===== src/rtl/fhc_pkg.sv =====
`default_nettype none

package fhc_pkg;

  // Byte counter
  localparam int POS_W = 17;
  localparam logic [POS_W-1:0] POS_MAX = {POS_W{1'b1}};
  localparam int HEADER_BYTES = 12;
  localparam logic [POS_W-1:0] HDR_LEN = POS_W'(HEADER_BYTES);

  // Header byte offsets
  localparam logic [3:0] OFS_VERSION = 4'd2;
  localparam logic [3:0] OFS_TYPE    = 4'd3;
  localparam logic [3:0] OFS_NONCE   = 4'd4;
  localparam logic [3:0] OFS_LENGTH  = 4'd8;
  localparam logic [3:0] OFS_RSVD    = 4'd10;

  // Result queue
  localparam int QUEUE_DEPTH = 4;
  localparam int QIDX_W = $clog2(QUEUE_DEPTH);
  localparam int QCNT_W = $clog2(QUEUE_DEPTH + 1);

  // Configuration register indexes
  localparam logic [1:0] CFG_MAGIC   = 2'd0;
  localparam logic [1:0] CFG_VERSION = 2'd1;
  localparam logic [1:0] CFG_ENDIAN  = 2'd2;

  // Error codes
  localparam logic [2:0] ERR_OK       = 3'd0;
  localparam logic [2:0] ERR_SHORT    = 3'd1;
  localparam logic [2:0] ERR_MAGIC    = 3'd2;
  localparam logic [2:0] ERR_VERSION  = 3'd3;
  localparam logic [2:0] ERR_LENGTH   = 3'd4;
  localparam logic [2:0] ERR_RESERVED = 3'd5;

  typedef struct packed {
    logic [7:0] data_byte;
    logic       last;
  } in_word_t;

  typedef struct packed {
    logic        payload_valid;
    logic [7:0]  payload_byte;
    logic        frame_done;
    logic        frame_ok;
    logic [2:0]  error_code;
    logic [7:0]  frame_type;
    logic [31:0] frame_nonce;
    logic [15:0] payload_len;
  } out_word_t;

  typedef struct packed {
    logic [15:0] expected_magic;
    logic [7:0]  expected_version;
    logic        big_endian;
  } cfg_regs_t;

  // Classified byte handed from the front to the back
  typedef struct packed {
    logic        payload;
    logic [7:0]  data_byte;
    logic        last;
    logic        short_msg;
    logic        len_ok;
    logic [15:0] magic;
    logic [7:0]  version;
    logic [7:0]  ftype;
    logic [31:0] nonce;
    logic [15:0] length;
    logic [15:0] reserved;
  } cls_word_t;

endpackage

`default_nettype wire


===== src/rtl/fhc_queue.sv =====
`default_nettype none

module fhc_queue (
  input  wire logic               clk,
  input  wire logic               rst_n,
  input  wire logic               push,
  input  wire fhc_pkg::cls_word_t push_word,
  output logic                    full,
  input  wire logic               pop,
  output fhc_pkg::cls_word_t      head_word,
  output logic                    empty
);

  fhc_pkg::cls_word_t              mem_r [fhc_pkg::QUEUE_DEPTH];
  logic [fhc_pkg::QIDX_W-1:0]      wr_ptr_r, rd_ptr_r;
  logic [fhc_pkg::QCNT_W-1:0]      cnt_r;
  logic                            do_push, do_pop;

  assign full    = (cnt_r == fhc_pkg::QCNT_W'(fhc_pkg::QUEUE_DEPTH));
  assign empty   = (cnt_r == '0);
  assign do_push = push && !full;
  assign do_pop  = pop && !empty;

  // storage
  always_ff @(posedge clk) begin
    if (do_push) begin
      mem_r[wr_ptr_r] <= push_word;
    end
  end

  assign head_word = mem_r[rd_ptr_r];

  // pointers and fill count
  always_ff @(posedge clk) begin
    if (!rst_n) begin
      wr_ptr_r <= '0;
      rd_ptr_r <= '0;
      cnt_r    <= '0;
    end else begin
      if (do_push) begin
        wr_ptr_r <= wr_ptr_r + 1'b1;
      end
      if (do_pop) begin
        rd_ptr_r <= rd_ptr_r + 1'b1;
      end
      case ({do_push, do_pop})
        2'b10:   cnt_r <= cnt_r + 1'b1;
        2'b01:   cnt_r <= cnt_r - 1'b1;
        default: cnt_r <= cnt_r;
      endcase
    end
  end

endmodule

`default_nettype wire


===== src/rtl/fhc_front.sv =====
`default_nettype none

module fhc_front (
  input  wire logic                clk,
  input  wire logic                rst_n,
  input  wire fhc_pkg::cfg_regs_t  cfg,
  input  wire fhc_pkg::in_word_t   in_word,
  input  wire logic                accept,
  output fhc_pkg::cls_word_t       cls_word
);

  logic [fhc_pkg::POS_W-1:0] pos_r, pos_inc;
  logic [15:0] seen_magic_r,    seen_magic_nxt;
  logic [7:0]  seen_version_r,  seen_version_nxt;
  logic [7:0]  seen_type_r,     seen_type_nxt;
  logic [31:0] seen_nonce_r,    seen_nonce_nxt;
  logic [15:0] seen_length_r,   seen_length_nxt;
  logic [15:0] seen_reserved_r, seen_reserved_nxt;
  logic        in_hdr;
  logic [3:0]  hpos;
  logic        lane2;
  logic [1:0]  lane4;
  logic [fhc_pkg::POS_W-1:0] want_total;

  assign in_hdr = (pos_r < fhc_pkg::HDR_LEN);
  assign hpos   = pos_r[3:0];
  // byte lane within the field, honoring byte order
  assign lane2  = cfg.big_endian ? ~hpos[0] : hpos[0];
  assign lane4  = cfg.big_endian ? ~hpos[1:0] : hpos[1:0];

  // header capture, current byte included
  always_comb begin
    seen_magic_nxt    = seen_magic_r;
    seen_version_nxt  = seen_version_r;
    seen_type_nxt     = seen_type_r;
    seen_nonce_nxt    = seen_nonce_r;
    seen_length_nxt   = seen_length_r;
    seen_reserved_nxt = seen_reserved_r;
    if (in_hdr) begin
      if (hpos < fhc_pkg::OFS_VERSION) begin
        seen_magic_nxt[{lane2, 3'b000} +: 8] = in_word.data_byte;
      end else if (hpos == fhc_pkg::OFS_VERSION) begin
        seen_version_nxt = in_word.data_byte;
      end else if (hpos == fhc_pkg::OFS_TYPE) begin
        seen_type_nxt = in_word.data_byte;
      end else if (hpos < fhc_pkg::OFS_LENGTH) begin
        seen_nonce_nxt[{lane4, 3'b000} +: 8] = in_word.data_byte;
      end else if (hpos < fhc_pkg::OFS_RSVD) begin
        seen_length_nxt[{lane2, 3'b000} +: 8] = in_word.data_byte;
      end else begin
        seen_reserved_nxt[{lane2, 3'b000} +: 8] = in_word.data_byte;
      end
    end
  end

  // saturating count and length checks
  assign pos_inc    = (pos_r == fhc_pkg::POS_MAX) ? pos_r : pos_r + 1'b1;
  assign want_total = {1'b0, seen_length_nxt} + fhc_pkg::HDR_LEN;

  always_comb begin
    cls_word.payload   = !in_hdr;
    cls_word.data_byte = in_word.data_byte;
    cls_word.last      = in_word.last;
    cls_word.short_msg = (pos_inc < fhc_pkg::HDR_LEN);
    cls_word.len_ok    = (pos_inc == want_total);
    cls_word.magic     = seen_magic_nxt;
    cls_word.version   = seen_version_nxt;
    cls_word.ftype     = seen_type_nxt;
    cls_word.nonce     = seen_nonce_nxt;
    cls_word.length    = seen_length_nxt;
    cls_word.reserved  = seen_reserved_nxt;
  end

  // message state, cleared after the last byte
  always_ff @(posedge clk) begin
    if (!rst_n) begin
      pos_r           <= '0;
      seen_magic_r    <= '0;
      seen_version_r  <= '0;
      seen_type_r     <= '0;
      seen_nonce_r    <= '0;
      seen_length_r   <= '0;
      seen_reserved_r <= '0;
    end else if (accept) begin
      if (in_word.last) begin
        pos_r           <= '0;
        seen_magic_r    <= '0;
        seen_version_r  <= '0;
        seen_type_r     <= '0;
        seen_nonce_r    <= '0;
        seen_length_r   <= '0;
        seen_reserved_r <= '0;
      end else begin
        pos_r           <= pos_inc;
        seen_magic_r    <= seen_magic_nxt;
        seen_version_r  <= seen_version_nxt;
        seen_type_r     <= seen_type_nxt;
        seen_nonce_r    <= seen_nonce_nxt;
        seen_length_r   <= seen_length_nxt;
        seen_reserved_r <= seen_reserved_nxt;
      end
    end
  end

endmodule

`default_nettype wire


===== src/rtl/fhc_back.sv =====
`default_nettype none

module fhc_back (
  input  wire fhc_pkg::cfg_regs_t  cfg,
  input  wire fhc_pkg::cls_word_t  cls_word,
  output fhc_pkg::out_word_t       out_word
);

  logic [2:0] code;

  // verdict, first failing check wins
  always_comb begin
    if (cls_word.short_msg) begin
      code = fhc_pkg::ERR_SHORT;
    end else if (cls_word.magic != cfg.expected_magic) begin
      code = fhc_pkg::ERR_MAGIC;
    end else if (cls_word.version != cfg.expected_version) begin
      code = fhc_pkg::ERR_VERSION;
    end else if (!cls_word.len_ok) begin
      code = fhc_pkg::ERR_LENGTH;
    end else if (cls_word.reserved != '0) begin
      code = fhc_pkg::ERR_RESERVED;
    end else begin
      code = fhc_pkg::ERR_OK;
    end
  end

  // result word; verdict fields zero unless last
  always_comb begin
    out_word.payload_valid = cls_word.payload;
    out_word.payload_byte  = cls_word.payload ? cls_word.data_byte : '0;
    out_word.frame_done    = cls_word.last;
    out_word.frame_ok      = cls_word.last && (code == fhc_pkg::ERR_OK);
    out_word.error_code    = cls_word.last ? code : fhc_pkg::ERR_OK;
    out_word.frame_type    = cls_word.last ? cls_word.ftype : '0;
    out_word.frame_nonce   = cls_word.last ? cls_word.nonce : '0;
    out_word.payload_len   = cls_word.last ? cls_word.length : '0;
  end

endmodule

`default_nettype wire


===== src/rtl/frame_header_checker_top.sv =====
`default_nettype none

// Byte-serial frame header checker. Takes one message byte per cycle (in_push
// while in_full is low) and gives exactly one result word per byte: payload
// bytes past the 12-byte header come out with payload_valid set, and the byte
// flagged last carries the verdict, error code and the captured type, nonce and
// payload length. The front captures header fields and classifies each byte in
// the cycle it is taken; a 4-entry queue decouples it from the result side, and
// the verdict is formed at the queue head, so a result is visible once its byte is
// written into the queue, and one byte per cycle flows as long as out_pop keeps
// up. in_full rises only when four results wait. cfg_ready is always high;
// write configuration only while no result is pending.
module frame_header_checker_top (
  input  wire logic               clk,
  input  wire logic               rst_n,
  // byte input
  input  wire fhc_pkg::in_word_t  in_word,
  input  wire logic               in_push,
  output logic                    in_full,
  // results
  output fhc_pkg::out_word_t      out_word,
  output logic                    out_empty,
  input  wire logic               out_pop,
  // configuration
  input  wire logic               cfg_valid,
  output logic                    cfg_ready,
  input  wire logic [1:0]         cfg_index,
  input  wire logic [15:0]        cfg_data
);

  fhc_pkg::cfg_regs_t  cfg_r;
  fhc_pkg::cls_word_t  front_word, head_word;
  logic                accept;

  assign cfg_ready = 1'b1;
  assign accept    = in_push && !in_full;

  // configuration registers
  always_ff @(posedge clk) begin
    if (!rst_n) begin
      cfg_r.expected_magic   <= '0;
      cfg_r.expected_version <= '0;
      cfg_r.big_endian       <= 1'b1;
    end else if (cfg_valid && cfg_ready) begin
      unique case (cfg_index)
        fhc_pkg::CFG_MAGIC:   cfg_r.expected_magic   <= cfg_data;
        fhc_pkg::CFG_VERSION: cfg_r.expected_version <= cfg_data[7:0];
        fhc_pkg::CFG_ENDIAN:  cfg_r.big_endian       <= cfg_data[0];
        default: ;
      endcase
    end
  end

  fhc_front u_front (
    .clk      (clk),
    .rst_n    (rst_n),
    .cfg      (cfg_r),
    .in_word  (in_word),
    .accept   (accept),
    .cls_word (front_word)
  );

  fhc_queue u_queue (
    .clk       (clk),
    .rst_n     (rst_n),
    .push      (in_push),
    .push_word (front_word),
    .full      (in_full),
    .pop       (out_pop),
    .head_word (head_word),
    .empty     (out_empty)
  );

  fhc_back u_back (
    .cfg      (cfg_r),
    .cls_word (head_word),
    .out_word (out_word)
  );

endmodule

`default_nettype wire


===== config.mk =====
export PLATFORM = sky130hd
export DESIGN_NAME = frame_header_checker_top
export DESIGN_NICKNAME = d
export VERILOG_FILES = /design/src/rtl/fhc_pkg.sv /design/src/rtl/fhc_queue.sv /design/src/rtl/fhc_front.sv /design/src/rtl/fhc_back.sv /design/src/rtl/frame_header_checker_top.sv
export SDC_FILE = /design/constraint.sdc
export NUM_CORES = 1
export LEC_CHECK = 0
export BUFFER_PORTS_ARGS = -buffer_cell sky130_fd_sc_hd__buf_2
export CORE_MARGIN = 2
export CORE_UTILIZATION = 50
export DETAILED_ROUTE_END_ITERATION = 6
export PLACE_DENSITY = 0.68
export SYNTH_ARGS = -nofsm -noshare
export SYNTH_HDL_FRONTEND = slang
export SYNTH_SLANG_ARGS = --single-unit

===== constraint.sdc =====
create_clock -name clk -period 4.66 [get_ports clk]
set_input_delay 0.466 -clock clk [delete_from_list [all_inputs] [get_ports clk]]
set_output_delay 0.466 -clock clk [all_outputs]
set_load 0.1 [all_outputs]

==> run metrics, run 1 <==
grt met2 use=0.361; Fmax achieved=233 MHz; IO Port Bufs=103; sequential area share after synthesis=0.649; Area Growth Syn to Fin=13.2%; cell taking the most area after synthesis=edfxtp_1; Netlist Area Pre-Place=24500 um2; synth unique cells=71; Tot Pwr=0.0157 W; Detailed Route WL=55300 um; clk root buf=clkbuf_16; CTS sink cnt=579; cell family with most CP delay=simple AND/OR/NAND/NOR gates; final instance area=27800 um2; CP Buf/Inv Count=1; final hold viol count=0; Placed Area=25700 um2; Seq pwr share=0.391; Final Non-Filler Cells=2446; Post-Route Skew=16.2 ps; final core occ=0.571; crit path launch type=flip-flop; mean post-synth cell area=14.5 um2; Vias/cell=5.88; R2R Setup Slk=360 ps; number of global-route vias before repair=14100; slowest stage cell, crit path=nor4_4; first-pass GRT wire length=83500 um; gr usage total=0.218; TritonCTS clock tree=built; share of layout cells above drive strength 1=0.232; WP data arrival=4680 ps; Tcrit/Tclk final=0.922; Psw=0.00563 W; # diodes=0; WL/cell=22.6 um; reg-to-reg critical path endpoint=u_queue.mem_r[2][96]; FP Rows=81; CP Cell Sequence=nor3_1 > nand2_1 > nor4_4 > mux2_2 > inv_1 > ha_1 > nor2b_1 > nand2_1 > xor2_1 > mux2i_1 > xnor3_1 > a2111o_1 > nor3_1 > o2111ai_1 > a221oi_2; Comb power frac=0.300; complex-gate fraction of the synthesized area=0.0644; FF-to-FF path depth=15; largest family of logic cells by synthesized area=multiplexers; top-count cell post-synth=edfxtp_1; DPL Wire Length=33100 um; Max-slew headroom=0.247; max_cap viols=0; end of the critical path=u_queue.mem_r[2][96]; drc violations=0; die area=50800 um2; Sum Neg Setup Slack=0 ps; dpl cells=2334; Syn. warnings=0; Max stage delay on crit path=430 ps; Clock Tree Buf Depth=3; grt ovf=0; Synth Area in XOR/XNOR=0.0247; GRT Max-Usage Layer=met2; top_reg_cell synth=edfxtp_1; Async SR Flop Fraction=0; total core area=48600 um2; DR iter-0 viols=1249; Clk pwr share=0.309; Critical Path RT=5040 ps; RR Startpoint=u_front.pos_r[7]; Synth top area share=0.529; CP Class=reg -> reg; PD cells=564 nW/um2; grt met1 use=0.298; Vias=14400; # IOs=105; LEAKAGE=9.40 nW; top cells by area, synth=edfxtp_1 53%, dfxtp_1 12%, mux4_2 8.3%; Post-Syn Instances=1686; Post-synth top cells=432 x edfxtp_1, 177 x nor2b_1, 147 x dfxtp_1; initial antenna violation count=0; routability cong.=0.929; Initial Util=0.504; global routing usage on met3=0.0335; H-tree levels=2; Sw Ratio=0.359; VDD IR max=455 uV; multiplexer share of the synthesized area=0.121; register bit total from synthesis=579; Clock Latency Late Sink=610 ps; endpoints failing setup=0; simple-gate share of the synthesized area=0.113; fin. max-slew vios=0; Antenna Nets Post-Route=0; RSZ-0062 raised after global routing=false; Worst setup EP type=flip-flop; pin count of the biggest net entering global routing=87; Die H=225 um; Tightest Pin Transition=1130 ps; CTS Buf Count=57; Post-synth EDFFs=432; Hold Crit Class=in -> reg; die width=225 um; Int Pwr=0.0100 W; 1st-pass router iterations=6; nets=1815; crit-path max FO=6; clk slew on worst S/H paths=60 ps; status=finished, final reports clean; Synth Area in Adders=0.00439; critical path depth=15; Crit. Startpoint=u_front.pos_r[7]; minimum clock period=4300 ps; post_cts resized=0; Mapped Nets=1726
==> tightest hold or removal path, cell delays in order <==
cell      delay (ps)
buf_2             90
nand2_1           40
a21boi_0          60
==> routing by layer <==
metal	routed length (um)	vias to the layer above	part of all wire
li1	-	6564	-
met1	24000	7288	0.43
met2	26800	444	0.49
met3	3010	91	0.054
met4	1490	0	0.027
met5	0	-	0
==> stage by stage <==
| step | setup WS (ps) | hold slack (ps) |
|---|---|---|
| final | 364 | 112 |
| after global routing | 45.5 | 104 |
| after CTS | 279 | 81.3 |
| after detailed placement | 326 | 489 |
| after global placement | 482 | 479 |
| after floorplan | 29.7 | 456 |
==> cell usage in the layout, fill, tap and decap left out, types with 27 or more instances in the layout <==
cell type,instances
a22oi_1,95
buf_2,102
buf_4,35
clkbuf_16,60
dfxtp_1,145
edfxtp_1,432
mux2_2,62
mux4_2,90
nand2_1,124
nor2_1,27
nor2b_1,177
o21ai_0,55
xnor2_1,49
==> cell families (layout without fill, tap and decap cells) <==
logic type	count (synthesis)	count (layout)
compound gates	231	231
fa+ha+maj	8	8
simple gates	490	490
flops	579	579
buf+inv	135	273
mux	176	176
other cells	1	1
xor+xnor	66	66
==> power by group through the flow <==
stage               clock (W)  combinational [W]  sequential (W)
floorplan                   0            0.00389         0.00617
global placement            0            0.00472         0.00622
detailed placement          0            0.00475         0.00625
CTS                   0.00491            0.00476         0.00614
global route          0.00510            0.00492         0.00617
finish                0.00483            0.00470         0.00613
==> worst min path at each step <==
stage,cells after the start,slack (ps),end,start
detailed placement,2,490,cfg_r[22],cfg_r[22]
global placement,2,480,cfg_r[19],cfg_r[19]
CTS,3,80,cfg_r[24],cfg_data[15]
finish,3,110,cfg_r[24],cfg_data[15]
floorplan,2,460,cfg_r[23],cfg_r[23]
global route,3,100,cfg_r[24],cfg_data[15]
==> layout make-up <==
cell class                      count  area [um2]
Inverter                           23        87.6
Timing Repair Buffer              142         873
Tap cell                          622         778
Clock buffer                       73        1630
Clock inverter                     35         385
Fill cell                        3765       20900
Multi-Input combinational cell    972        8080
Sequential cell                   579       15900
==> state kept, by name (all words and copies together) (netlist names), named ones only <==
name / flops
u_front.seen_reserved_r: 16
u_queue.cnt_r: 3
u_front.seen_nonce_r: 32
cfg_r: 25
u_front.seen_length_r: 16
u_queue.mem_r: 432
u_queue.rd_ptr_r: 2
u_front.seen_type_r: 8
u_front.seen_version_r: 8
u_front.seen_magic_r: 16
u_queue.wr_ptr_r: 2
u_front.pos_r: 17
==> timing repair <==
action | in CTS | in global routing
hold buffers | 0 | 0
setup endpoints to repair | 0 | 4
setup buffers | 0 | 4
(Power assumes the default switching activity.)
==> inputs of run 2 (changes only) <==
--- a/config.mk
+++ b/config.mk
@@ -5,11 +5,12 @@
 export SDC_FILE = /design/constraint.sdc
 export NUM_CORES = 1
 export LEC_CHECK = 0
-export BUFFER_PORTS_ARGS = -buffer_cell sky130_fd_sc_hd__buf_2
+export BUFFER_PORTS_ARGS = -buffer_cell sky130_fd_sc_hd__clkbuf_2
 export CORE_MARGIN = 2
 export CORE_UTILIZATION = 50
 export DETAILED_ROUTE_END_ITERATION = 6
 export PLACE_DENSITY = 0.68
+export SETUP_SLACK_MARGIN = 0.5
 export SYNTH_ARGS = -nofsm -noshare
 export SYNTH_HDL_FRONTEND = slang
 export SYNTH_SLANG_ARGS = --single-unit
==> run metrics, run 2 (synthesis results as in run 1) <==
clk slew on worst S/H paths=60 ps; RSZ-0062 raised after global routing=false; pin count of the biggest net entering global routing=102; Max-slew headroom=0.350; Worst setup EP type=flip-flop; TritonCTS clock tree=built; Initial Util=0.504; minimum clock period=3950 ps; VDD IR max=370 uV; 1st-pass router iterations=5; FF-to-FF path depth=16; Hold Crit Class=in -> reg; Detailed Route WL=55400 um; Area Growth Syn to Fin=12.9%; register area=15900 um2; Die H=225 um; Tcrit/Tclk final=0.848; Sum Neg Setup Slack=0 ps; Multi-input gate area=8110 um2; initial antenna violation count=1; die area=50800 um2; grt ovf=0; drc violations=0; gr usage total=0.221; total core area=48600 um2; routability cong.=0.905; die width=225 um; fin. max-slew vios=0; IO Port Bufs=103; most common cell after layout, fill and taps aside=edfxtp_1; Vias/cell=5.85; status=finished, final reports clean; endpoints failing setup=0; max_cap viols=0; H-tree levels=2; clk root buf=clkbuf_16; Vias=14300; Tightest Pin Transition=976 ps; Antenna Nets Post-Route=0; crit-path max FO=9; # IOs=105; max reg flops=432; LEAKAGE=9.31 nW; # diodes=0; CTS sink cnt=579; crit path launch type=flip-flop; grt met1 use=0.299; Placed Area=25800 um2; global routing usage on met3=0.0365; share of layout cells above drive strength 1=0.226; final hold viol count=0; FP Rows=81; GRT Max-Usage Layer=met2; cts-stage hold buffer count=0; R2R Setup Slk=710 ps; nets=1820; most frequent cells in the layout=432 x edfxtp_1, 176 x nor2b_1, 142 x dfxtp_1; Biggest register=u_queue.mem_r; Clock Latency Late Sink=610 ps; Post-Route Skew=15.5 ps; Tot Pwr=0.0153 W; first-pass GRT wire length=84600 um; fillers=3776; Fin Hold WS=94.1 ps; final instance area=27700 um2; DPL Wire Length=33200 um; Fmax achieved=253 MHz; CP Class=reg -> reg; WL/cell=22.6 um; Hold Crit Depth=3; number of global-route vias before repair=14100; top flop regs=u_queue.mem_r (432), u_front.seen_nonce_r (32), cfg_r (25); DR iter-0 viols=1207; Clock Tree Buf Depth=3; CTS Buf Count=56; grt met2 use=0.367; PD cells=554 nW/um2; WP data arrival=4420 ps; Critical Path RT=5130 ps
==> run 2: timing repair <==
action	CTS	global route
pin swaps	1	4
gates cloned	0	0
setup endpoints to repair	7	5
resized for setup	1	9
buffers inserted	4	2
hold endpoints to repair	0	0
==> run 2: worst max-delay path: stages, from the launching register on <==
cell,delay [ps]
dfxtp_2,380
nor4_4,340
nand3_2,180
nor4_4,400
buf_4,190
mux2i_1,230
ha_2,270
nor2b_2,60
nand2_1,80
xor2_1,70
mux2i_1,230
xnor3_1,340
a2111o_1,300
nor3_1,180
o2111ai_1,160
a221oi_2,220
buf_4,180
==> run 2: power by group <==
part           switching [W]  internal [W]  leakage, nW
combinational        0.00351       0.00122         3.06
clock                0.00188       0.00259        0.879
sequential          0.000163       0.00596         5.37
total                0.00556       0.00976         9.31
==> run 2: stage by stage <==
step	std cells	util	setup slack [ps]
global route	2450	0.569	475
CTS	2448	0.568	500
detailed placement	2338	0.530	343
finish	2450	0.569	708
floorplan	1686	-	505
global placement	2338	0.530	458
==> run 2: final cells by class <==
| type | instances | area share |
|---|---|---|
| clock buffer | 84 | 0.0578 |
| clock inverter | 22 | 0.00818 |
| inverter | 23 | 0.00316 |
| multi-input combinational | 972 | 0.293 |
| sequential | 579 | 0.575 |
| tap | 622 | 0.0281 |
| timing repair buffer | 148 | 0.0346 |
==> run 2: layer usage <==
metal  vias up  share of wire
li1       6565              -
met1      7239           0.43
met2       438           0.49
met3       101          0.053
met4         0          0.029
met5         -              0
==> run 2: final timing paths <==
check                          from                    to
hold / removal         cfg_data[15]             cfg_r[24]
hold reg to reg           cfg_r[15]             cfg_r[15]
setup reg to reg  u_front.pos_r[11]  u_queue.mem_r[1][96]
setup / recovery  u_front.pos_r[11]  u_queue.mem_r[1][96]
==> inputs of run 3 (changes only) <==
--- a/config.mk
+++ b/config.mk
@@ -5,11 +5,12 @@
 export SDC_FILE = /design/constraint.sdc
 export NUM_CORES = 1
 export LEC_CHECK = 0
+export ABC_AREA = 1
 export BUFFER_PORTS_ARGS = -buffer_cell sky130_fd_sc_hd__clkbuf_2
 export CORE_MARGIN = 2
 export CORE_UTILIZATION = 50
 export DETAILED_ROUTE_END_ITERATION = 6
-export PLACE_DENSITY = 0.68
+export PLACE_DENSITY = 0.7
 export SETUP_SLACK_MARGIN = 0.5
 export SYNTH_ARGS = -nofsm -noshare
 export SYNTH_HDL_FRONTEND = slang
==> constraint.sdc (replaced) <==
create_clock -name clk -period 3.3 [get_ports clk]
set_input_delay 0.33 -clock clk [delete_from_list [all_inputs] [get_ports clk]]
set_output_delay 0.33 -clock clk [all_outputs]
set_load 0.1 [all_outputs]
==> run metrics, run 3 <==
minimum clock period=3180 ps; R2R Setup Slk=670 ps; Die H=225 um; sequential area share after synthesis=0.650; RSZ-0062 raised after global routing=true; synth unique cells=46; Clk pwr share=0.266; fin. max-slew vios=0; Vias/cell=5.80; final hold viol count=0; Synth top area share=0.529; Final Non-Filler Cells=3286; VDD IR max=628 uV; Fmax achieved=315 MHz; top cells by area, synth=edfxtp_1 53%, dfxtp_1 12%, nand2_1 8.6%; # diodes=0; crit-path max FO=14; first-pass GRT wire length=104000 um; CTS sink cnt=579; fillers=3535; Hold Crit Class=in -> reg; Initial Util=0.504; top-count cell post-synth=nand2_1; TritonCTS clock tree=built; 1st-pass router iterations=6; DR iter-0 viols=2224; clk slew on worst S/H paths=60 ps; Tightest Pin Transition=1120 ps; die area=50800 um2; Post-Syn Instances=2428; final core occ=0.651; crit path launch type=flip-flop; DPL Wire Length=37400 um; Critical Path RT=2970 ps; Max-slew headroom=0.247; H-tree levels=2; number of global-route vias before repair=18100; Post-Route Skew=27.8 ps; Detailed Route WL=71100 um; dpl cells=3089; nets=2653; top flop regs=u_queue.mem_r (432), u_front.seen_nonce_r (32), cfg_r (25); grt ovf=0; IO Port Bufs=103; total core area=48600 um2; die width=225 um; Seq pwr share=0.331; FP Rows=81; pin count of the biggest net entering global routing=114; Tcrit/Tclk final=0.962; cell taking the most area after synthesis=edfxtp_1; Netlist Area Pre-Place=24500 um2; drc violations=0; Async SR Flop Fraction=0; Int Pwr=0.0159 W; Clock Latency Late Sink=640 ps; most common cell after layout, fill and taps aside=nand2_1; status=finished, final reports clean; most frequent cells in the layout=484 x nand2_1, 432 x edfxtp_1, 248 x nor2_1; Sw Ratio=0.383; PD cells=812 nW/um2; Biggest register=u_queue.mem_r; LEAKAGE=11.5 nW; WP data arrival=2850 ps; Antenna Nets Post-Route=0; routability cong.=0.860; # IOs=105; Mapped Nets=2468; CTS Buf Count=59; Post-synth top cells=563 x nand2_1, 432 x edfxtp_1, 276 x nor2_1; max_cap viols=0; register bit total from synthesis=579; initial antenna violation count=0; WL/cell=21.6 um; mean post-synth cell area=10.1 um2; gr usage total=0.268; top_reg_cell synth=edfxtp_1; share of layout cells above drive strength 1=0.227; clk root buf=clkbuf_16; Post-synth EDFFs=432; Vias=19100; Syn. warnings=0; Clock Tree Buf Depth=3; endpoints failing setup=0; Worst setup EP type=output pin; Psw=0.00986 W; CP Class=reg -> out; max reg flops=432; Comb power frac=0.403; Area Growth Syn to Fin=29.3%
-- run 3: cell count changes in the layout (fill, tap and decap cells not counted), sizes merged, moves of 65 or more --
cell      change
nand2       +444
nor2        +257
nor2b       -177
o21ai       +177
buf         +139
a21oi       +115
inv         +102
a22oi        -95
mux4         -90
o22ai        +75
clkbuf       -71
clkinvlp     +65
-- run 3: power groups by stage --
stage / Sequential (W) / Combinational, W / Clock [W]
after CTS: 0.00851 / 0.00952 / 0.00691
final: 0.00853 / 0.0104 / 0.00685
after global routing: 0.00856 / 0.0108 / 0.00722
after floorplan: 0.00862 / 0.00534 / 0
after global placement: 0.00863 / 0.00805 / 0
after detailed placement: 0.00866 / 0.00814 / 0
-- run 3: worst paths after layout --
path	from	end	cells after the start
hold / removal	cfg_data[0]	cfg_r[9]	3
hold reg to reg	u_front.seen_reserved_r[10]	u_front.seen_reserved_r[10]	2
setup reg to reg	cfg_r[0]	u_queue.mem_r[2][96]	14
setup / recovery	flip-flop	out_word[59]	13
-- run 3: area by class of cell --
class	instances	area (um2)	share of cell area
Clock buffer	76	1630	0.0515
Timing Repair inverter	4	47.5	0.00150
Sequential cell	579	15900	0.503
Clock inverter	36	383	0.0121
Tap cell	622	778	0.0246
Inverter	183	947	0.0299
Timing Repair Buffer	244	3560	0.112
Multi-Input combinational cell	1542	8400	0.265
-- run 3: per-stage QoR --
step | total power, W | setup WS (ps) | hold slack, ps | cell area [um2] | setup TNS (ps)
after floorplan | 0.0140 | 343 | 429 | 24900 | 0
after global placement | 0.0167 | 286 | 444 | 27300 | 0
after detailed placement | 0.0168 | 206 | 455 | 27300 | 0
after CTS | 0.0249 | 89.6 | 20.6 | 30600 | 0
after global routing | 0.0265 | -50.1 | 43.5 | 31700 | -85.1
final | 0.0257 | 124 | 46.9 | 31700 | 0
-- run 3: logic make-up (layout without fill, tap and decap cells) --
group,count (synthesis),count (layout),share of synthesized area
muxes,21,21,0.0100
other,1,1,0.000153
DFF,579,579,0.650
buffers and inverters,308,543,0.0490
and+or+nand+nor,1005,1005,0.169
adders and majority gates,8,8,0.00439
xor gates and xnor gates,42,42,0.0150
AOI/OAI and AO/OA,464,465,0.102
-- run 3: what timing repair did --
action,4_1_cts,5_1_grt
gates cloned,19,9
hold buffers,16,0
endpoints found under the setup margin,80,92
resized for setup,139,179
buffers inserted,21,20
pin swaps,13,26
endpoints found under the hold margin,26,0
-- run 3: critical path: stages, from the launching register on --
cell and delay (ps):
dfxtp_4 380, buf_12 160, inv_8 130, nand2_1 70
nand3_1 80, nand2_1 120, xnor2_1 160, nor2_1 130
nand4_1 180, nor2_4 230, nand4_1 210, nand3_2 140
nor2_4 50, buf_12 160
-- run 3: layer usage --
layer,GRT usage,vias to the layer above,part of all wire
li1,-,8691,-
met1,0.357,9286,0.40
met2,0.441,925,0.48
met3,0.0507,155,0.087
met4,0.0925,0,0.031
met5,0,-,0
